**src/rtl/core/wnll_pkg.sv**
```systemverilog
// Shared package for the weighted NLL loss reducer: widths, fixed-point
// constants, codes, FSM states and the command/status structs.
// No dependencies; wnll_ctrl, wnll_datapath and the top level import it.
`timescale 1ns / 1ps

package wnll_pkg;

   // Sizing of the block.
   localparam int MAX_CLASSES = 1024;
   localparam int FRAC_BITS   = 24;
   localparam int ACC_WIDTH   = 48;

   // Fixed field widths of the channels and registers.
   localparam int ACTION_W  = 2;
   localparam int WIDX_W    = 10;
   localparam int WEIGHT_W  = 32;
   localparam int LABEL_W   = 16;
   localparam int SCORE_W   = 32;
   localparam int KIND_W    = 2;
   localparam int OUT_WIDTH = 48;
   localparam int MODE_W    = 2;
   localparam int CLASSES_W = 11;
   localparam int CSR_IDX_W = 2;
   localparam int CSR_DATA_W = 16;

   // Derived sizes.
   localparam int CLS_IDX_W = $clog2(MAX_CLASSES);
   localparam int PROD_W    = SCORE_W + WEIGHT_W;
   localparam int SH_W      = PROD_W - FRAC_BITS;
   localparam int DIV_W     = ACC_WIDTH + FRAC_BITS;
   localparam int DIV_CNT_W = $clog2(DIV_W);

   localparam logic signed [WEIGHT_W-1:0] WEIGHT_ONE = WEIGHT_W'(64'd1 << FRAC_BITS);

   typedef enum logic [ACTION_W-1:0] {
      ACT_WEIGHT   = 2'd0,
      ACT_SAMPLE   = 2'd1,
      ACT_FINISH   = 2'd2,
      ACT_RESERVED = 2'd3
   } action_type;

   typedef enum logic [MODE_W-1:0] {
      MODE_NONE     = 2'd0,
      MODE_SUM      = 2'd1,
      MODE_MEAN     = 2'd2,
      MODE_RESERVED = 2'd3
   } mode_type;

   typedef enum logic [KIND_W-1:0] {
      KIND_LOSS      = 2'd0,
      KIND_BATCH     = 2'd1,
      KIND_RANGE_ERR = 2'd2
   } kind_type;

   typedef enum logic [CSR_IDX_W-1:0] {
      CSR_MODE        = 2'd0,
      CSR_IGNORE      = 2'd1,
      CSR_CLASSES     = 2'd2,
      CSR_USE_WEIGHTS = 2'd3
   } csr_index_type;

   localparam mode_type                 MODE_RESET     = MODE_MEAN;
   localparam logic signed [LABEL_W-1:0] IGNORE_RESET  = -16'sd100;
   localparam logic [CLASSES_W-1:0]     CLASSES_RESET  = 11'd1024;
   localparam logic                     USE_W_RESET    = 1'b0;

   typedef enum logic [2:0] {
      ST_IDLE,
      ST_MUL,
      ST_ROUND,
      ST_ACC,
      ST_DIV,
      ST_DIV_ROUND,
      ST_EMIT
   } state_type;

   typedef enum logic [1:0] {
      SEL_ZERO,
      SEL_ERR,
      SEL_LOSS,
      SEL_BATCH
   } res_sel_type;

   typedef struct packed {
      logic        wr_weight;
      logic        capture;
      logic        finish;
      logic        mul;
      logic        round;
      logic        acc;
      logic        div_step;
      logic        div_round;
      logic        load_out;
      res_sel_type sel;
   } ctrl_cmd_type;

   typedef struct packed {
      logic     ignored;
      logic     out_of_range;
      logic     tw_nonzero;
      logic     div_last;
      logic     out_free;
      mode_type mode;
   } dp_status_type;

endpackage

```
**src/rtl/core/wnll_ctrl.sv**
```systemverilog
// Controller state machine of the NLL loss reducer: sequences capture,
// multiply, round, accumulate, divide and result load. Uses wnll_pkg.
`timescale 1ns / 1ps

module wnll_ctrl
   import wnll_pkg::*;
(
   input  logic                clock,
   input  logic                reset,
   input  logic                req_valid,
   input  logic [ACTION_W-1:0] req_action,
   output logic                req_ready,
   input  dp_status_type       status,
   output ctrl_cmd_type        cmd
);

   state_type   state_ff, state_in;
   res_sel_type sel_ff, sel_in;
   logic        accept;

   assign req_ready = (state_ff == ST_IDLE);
   assign accept    = req_valid && req_ready;

   always_ff @(posedge clock) begin
      if (reset) begin
         state_ff <= ST_IDLE;
         sel_ff   <= SEL_ZERO;
      end else begin
         state_ff <= state_in;
         sel_ff   <= sel_in;
      end
   end

   // Next state and result selection.
   always_comb begin
      state_in = state_ff;
      sel_in   = sel_ff;
      unique case (state_ff)
         ST_IDLE: begin
            if (accept) begin
               unique case (action_type'(req_action))
                  ACT_SAMPLE: begin
                     if (status.ignored) begin
                        if (status.mode == MODE_NONE) begin
                           sel_in   = SEL_ZERO;
                           state_in = ST_EMIT;
                        end
                     end else if (status.out_of_range) begin
                        sel_in   = SEL_ERR;
                        state_in = ST_EMIT;
                     end else begin
                        state_in = ST_MUL;
                     end
                  end
                  ACT_FINISH: begin
                     if (status.mode == MODE_NONE) begin
                        state_in = ST_IDLE;
                     end else if (status.mode == MODE_MEAN && status.tw_nonzero) begin
                        state_in = ST_DIV;
                     end else begin
                        sel_in   = SEL_BATCH;
                        state_in = ST_EMIT;
                     end
                  end
                  default: state_in = ST_IDLE;
               endcase
            end
         end
         ST_MUL: state_in = ST_ROUND;
         ST_ROUND: begin
            if (status.mode == MODE_NONE) begin
               sel_in   = SEL_LOSS;
               state_in = ST_EMIT;
            end else begin
               state_in = ST_ACC;
            end
         end
         ST_ACC: state_in = ST_IDLE;
         ST_DIV: begin
            if (status.div_last) begin
               state_in = ST_DIV_ROUND;
            end
         end
         ST_DIV_ROUND: begin
            sel_in   = SEL_BATCH;
            state_in = ST_EMIT;
         end
         ST_EMIT: begin
            if (status.out_free) begin
               state_in = ST_IDLE;
            end
         end
         default: state_in = ST_IDLE;
      endcase
   end

   // Commands to the datapath.
   always_comb begin
      cmd           = '0;
      cmd.sel       = sel_ff;
      cmd.wr_weight = accept && (req_action == ACT_WEIGHT);
      cmd.capture   = accept && (req_action == ACT_SAMPLE);
      cmd.finish    = accept && (req_action == ACT_FINISH);
      unique case (state_ff)
         ST_MUL:       cmd.mul       = 1'b1;
         ST_ROUND:     cmd.round     = 1'b1;
         ST_ACC:       cmd.acc       = 1'b1;
         ST_DIV:       cmd.div_step  = 1'b1;
         ST_DIV_ROUND: cmd.div_round = 1'b1;
         ST_EMIT:      cmd.load_out  = status.out_free;
         default:      cmd.load_out  = 1'b0;
      endcase
   end

endmodule

```
**config.mk**
```make
export PLATFORM = sky130hd
export DESIGN_NAME = wnll_ctrl
export DESIGN_NICKNAME = d
export VERILOG_FILES = /design/src/rtl/core/wnll_pkg.sv /design/src/rtl/core/wnll_ctrl.sv
export SDC_FILE = /design/constraint.sdc
export NUM_CORES = 1
export LEC_CHECK = 0
export ABC_AREA = 0
export BUFFER_PORTS_ARGS = -buffer_cell sky130_fd_sc_hd__buf_2
export CAP_MARGIN = 10
export CORE_AREA = 4 4 44 46
export CTS_CLUSTER_DIAMETER = 80
export DETAILED_ROUTE_END_ITERATION = 16
export DIE_AREA = 0 0 48 50
export GPL_ROUTABILITY_DRIVEN = 1
export GPL_TIMING_DRIVEN = 0
export PLACE_DENSITY = 0.69
export SLEW_MARGIN = 20
export SYNTH_ARGS = -nofsm -noshare
export SYNTH_HDL_FRONTEND = slang
export SYNTH_SLANG_ARGS = --single-unit
export TNS_END_PERCENT = 20
```
**constraint.sdc**
```tcl
create_clock -name clock -period 2.4 [get_ports clock]
set_clock_uncertainty 0.1 [all_clocks]
set_input_delay 0.36 -clock clock [delete_from_list [all_inputs] [get_ports clock]]
set_output_delay 0.36 -clock clock [all_outputs]
set_load 0.1 [all_outputs]
```
==> impl_metrics.tcl, run 1 <==
set metrics [dict create \
    clk_pin_slew_ps 50 \
    rsz0062_at_grt "no" \
    portBuffers 23 \
    vdd_drop_max_v 0.000433 \
    fin_tns_setup_ps 0 \
    synth_top_family_by_area "simple AND/OR/NAND/NOR gates" \
    min_period_ps 2060 \
    wire_per_inst_um 12.1 \
    crit_type "reg -> out" \
    dp_cells 113 \
    synth_top_flop_cell "dfxtp_1" \
    syn_nets 89 \
    clockBufferDepth 2 \
    powerDensity_nw_per_um2 976 \
    drc 0 \
    stdcell_count 117 \
    synth-xor-area-share 0 \
    vias_per_cell 5.17 \
    area_growth_pct 28.2 \
    synth_compound_area_frac 0.290 \
    setup_viol 0 \
    antenna_cells 0 \
    die_h_um 50 \
    status "completed" \
    syn-cell-area_um2 591 \
    yosys.area.top_type "dfxtp_1" \
    drive_gt1_frac 0.406 \
    synth_cells 74 \
    synth-edff-count 0 \
    post_cts_buffers 0 \
    syn_area_per_cell_um2 7.98 \
    drt_iter0_drc 4 \
    critPathSlowestCell "buf_2" \
    cp_max_fo 10 \
    grt_pass1_wl_um 2240 \
    ios 24 \
    die_w_um 48 \
    initial_core_util 0.392 \
    synth.area.mux_share 0 \
    async_reset_ff_frac 0 \
    htreeDepth 1 \
    worstPathArrival_ps 1600 \
    synth-adder-area-share 0.0636 \
    yosys.area_share.simple 0.356 \
    crit_family "buffers and inverters" \
    finalMaxSlewViolations 0 \
    grt_pass1_vias 533 \
    timing_hold_violations_final 0 \
    antenna_found_initial 0 \
    worstPathRequired_ps 1940 \
    layout.nets 117 \
    crit_chain "buf_6 -> nor3_4 -> and3_1 -> buf_2" \
    ys_seq_elements 5 \
    insertion_delay_ps 240 \
    crit_buf_inv 2 \
    core_area_um2 1510 \
    hpwlAfterDp_um 1150 \
    power_w 0.000738 \
    cts_hold_buf 0 \
    cts_made_buffers 3 \
    track_usage 0.125 \
    yosys.area.top_type_share 0.169 \
    period_share 0.856 \
    fmaxAchievable_ghz 0.487 \
    wirelength_um 1420 \
    drtPass1Iterations 2 \
    num_rows 14 \
    grt_max_degree 11 \
    yosys_warnings 0 \
    power.leakage_nw 0.375 \
    worst_path_largest_cell_delay_ps 420 \
    vias 605 \
    ant_nets 0 \
    ctsResizeCount 0 \
    slew_headroom 0.676 \
    ys_top_cells_by_area "dfxtp_1 (17%), ha_1 (6.4%), inv_1 (6.4%)" \
    synth.distinct_cells 33 \
    cp-end-kind "primary output" \
    holdCritPathClass "in -> reg" \
    tritoncts "built" \
    place.gp.congestion 0.767 \
    cts_root_buf "clkbuf_4" \
    overflow 0 \
    drv_cap 0 \
    ys_seq_area_frac 0.169 \
    die-area_um2 2400 \
    worstMarginPinSlew_ps 489 \
    cts_sinks 5 \
    cp-start-kind "flip-flop" \
]
## routing by layer
metal	wire, um	track usage
met5	0	0
met4	0	0.0135
met3	66	0.0436
met2	720	0.205
met1	629	0.159
## synth_stat cells, types with 2 or more instances
library cell and n:
a21oi_1 4, and3_1 4, buf_6 3, dfxtp_1 5, ha_1 3, inv_1 10
nand2_1 4, nand2b_1 4, nor2_1 5, nor2_2 2, nor2b_4 2, o21ai_0 6
o21ai_1 2
## worst register-to-register path: cells and delay by family (launching register included)
family / cells / cell delay [ps]
AOI/OAI and AO/OA: 3 / 300
and+or+nand+nor: 2 / 260
DFF: 1 / 490
buffers and inverters: 1 / 190
## final timing paths
path	from	endpoint	slack [ps]	cells after the start
hold / removal	reset	state_ff[1]	230	2
setup / recovery	state_ff[2]	cmd[10]	340	4
setup reg to reg	state_ff[1]	sel_ff[0]	950	6
hold reg to reg	sel_ff[1]	sel_ff[1]	370	2
## power breakdown
group	internal, W	switching [W]
combinational	0.000139	0.000381
sequential	0.000100	0.0000177
clock	0.0000631	0.0000375
## final cells by class
class	instances	area (um^2)
Multi-Input combinational cell	56	424
Fill cell	163	749
Buffer	3	33.8
Clock buffer	4	26.3
Timing Repair Buffer	23	115
Sequential cell	5	100
Tap cell	16	20.0
Inverter	10	37.5
## flip-flops by register name (all words and copies together) (netlist names)
name      cells
state_ff      3
sel_ff        2
## per-stage QoR
step | hold WS, ps | instance area [um^2] | utilization | setup slack (ps)
after CTS | 222 | 757 | 0.502 | 328
after global routing | 235 | 757 | 0.502 | 246
after detailed placement | 359 | 731 | 0.485 | 548
after floorplan | 329 | 596 | - | -300
final | 230 | 757 | 0.502 | 345
after global placement | 360 | 731 | 0.485 | 561
## placed cells by master, fill, tap and decap left out, drive strengths merged, types with 2 or more instances in the layout
master	instances
a2111oi	2
and3	4
nor3b	2
nand2	4
nand2b	4
a21oi	5
dfxtp	5
buf	26
nor3	2
o21ai	8
nor2b	3
clkbuf	4
ha	3
nor2	7
inv	10
## cell families after synthesis
group | after synthesis
and+or+nand+nor | 30
AOI/OAI and AO/OA | 23
buffers and inverters | 13
DFF | 5
adders and majority gates | 3
(Power assumes the default switching activity.)
==> inputs of run 2 (changes only) <==
--- a/config.mk
+++ b/config.mk
@@ -14,7 +14,7 @@
 export DIE_AREA = 0 0 48 50
 export GPL_ROUTABILITY_DRIVEN = 1
 export GPL_TIMING_DRIVEN = 0
-export PLACE_DENSITY = 0.69
+export PLACE_DENSITY = 0.72
 export SLEW_MARGIN = 20
 export SYNTH_ARGS = -nofsm -noshare
 export SYNTH_HDL_FRONTEND = slang
==> constraint.sdc (replaced) <==
create_clock -name clock -period 1.64 [get_ports clock]
set_clock_uncertainty 0.1 [all_clocks]
set_input_delay 0.246 -clock clock [delete_from_list [all_inputs] [get_ports clock]]
set_output_delay 0.246 -clock clock [all_outputs]
set_load 0.1 [all_outputs]
==> run 2 against run 1 <==
Against the previous run:
- the flow now finishes with violations (setup timing)
- first-iteration DRC count rose to 5.8 times the previous value
- via count rose by 7.4%
- final area rose by 26%
- largest cell class unchanged
==> impl_metrics.tcl, run 2 (synthesized netlist as in run 1, its figures left out) <==
set metrics [dict create \
    status "complete, but fails checks" \
    violations "setup timing" \
    min_period_ps 1680 \
    cts_sinks 5 \
    num_rows 14 \
    powerDensity_nw_per_um2 1310 \
    grt_pass1_wl_um 2530 \
    vias 650 \
    cp-start-kind "flip-flop" \
    wire_per_inst_um 12.7 \
    setup_viol 5 \
    cts_root_buf "clkbuf_4" \
    power.leakage_nw 0.429 \
    antenna_cells 0 \
    insertion_delay_ps 240 \
    cts_made_buffers 3 \
    ios 24 \
    worstMarginPinSlew_ps 492 \
    overflow 0 \
    r2r_setup_slack_ps 90 \
    vias_per_cell 5.24 \
    drv_cap 0 \
    die_h_um 50 \
    period_share 1.02 \
    fmaxAchievable_ghz 0.595 \
    final_area_um2 953 \
    cp-end-kind "primary output" \
    worstPathRequired_ps 1290 \
    drtPass1Iterations 4 \
    rsz0062_at_grt "yes" \
    portBuffers 23 \
    placed_cell_area_um2 748 \
    holdCritPathClass "in -> reg" \
    vdd_drop_max_v 0.000721 \
    antenna_found_initial 0 \
    place.gp.congestion 0.757 \
    die_w_um 48 \
    largest_register "state_ff" \
    most-common-layout-cells "buf_2 (13), inv_1 (9), buf_4 (8)" \
    setup_ws_ps -41.0 \
    tritoncts "built" \
    track_usage 0.142 \
    stdcell_count 124 \
    whs_ps 122 \
    grt_max_degree 11 \
    top_regs "state_ff: 3 flops, sel_ff: 2 flops" \
    clockBufferDepth 2 \
    ant_nets 0 \
    crit_type "reg -> out" \
    htreeDepth 1 \
    cp_max_fo 7 \
    utilization 0.633 \
    drive_gt1_frac 0.528 \
    finalMaxSlewViolations 0 \
    cts_hold_buf 0 \
    clk_pin_slew_ps 40 \
    layout.nets 124 \
    mostFrequentLayoutCell "buf_2" \
    dp_cells 113 \
    drt_iter0_drc 23 \
    initial_core_util 0.392 \
    timing_hold_violations_final 0 \
    die-area_um2 2400 \
    drc 0 \
    area_growth_pct 61.4 \
    hpwlAfterDp_um 1170 \
    grt_pass1_vias 611 \
    wirelength_um 1580 \
    slew_headroom 0.674 \
    worstPathArrival_ps 1330 \
    largest_reg_flops 3 \
    core_area_um2 1510 \
]
==> run 2: cell types whose count changed in the layout (fill, tap and decap cells not counted), moves of 3 or more <==
cell    previous run  this run
and3_1             4         0
and3_4             0         4
buf_12             0         6
buf_2             23        13
buf_4              0         8
buf_6              3         6
==> run 2: per-stage QoR <==
stage	total power (W)	worst slack, ps	setup TNS [ps]
floorplan	0.000840	-574	-4680
global placement	0.000943	-85.8	-346
detailed placement	0.000956	-95.7	-375
CTS	0.00120	-43.1	-118
global route	0.00132	-128	-563
finish	0.00125	-41.0	-137
==> run 2: layout make-up <==
class	instances	area [um^2]
tap	16	20.0
buffer	3	33.8
multi-input combinational	56	455
clock buffer	4	26.3
fill	128	553
sequential	5	101
timing repair buffer	30	279
inverter	10	37.5
==> run 2: final timing paths <==
path / start / end / cells past startpoint
max: state_ff[0] / cmd[8] / 4
min: reset / state_ff[1] / 2
max reg2reg: state_ff[0] / sel_ff[0] / 7
min reg2reg: sel_ff[0] / sel_ff[0] / 1
==> run 2: report_power, final <==
group          switching (W)  total (W)  internal, W
Sequential         0.0000250   0.000174     0.000149
Combinational       0.000602   0.000935     0.000333
Clock              0.0000468   0.000139    0.0000918
Total               0.000674    0.00125     0.000574
==> run 2: repair_timing <==
action / in CTS / in global routing
setup endpoints to repair: 10 / 10
setup buffers: 3 / 4
gates resized for setup: 29 / 7
pin swaps: 2 / 4
cloned: 0 / 0
==> run 2: critical path, cell delays in order (launching register included) <==
cell     delay [ps]
dfxtp_1         300
buf_6           130
nor3_4          250
and3_4          240
buf_12          170
==> run 2: per-layer routing <==
metal / GRT usage / routed length (um)
met2: 0.236 / 819
met4: 0.0269 / 0
met5: 0 / 0
met1: 0.176 / 637
met3: 0.0436 / 121
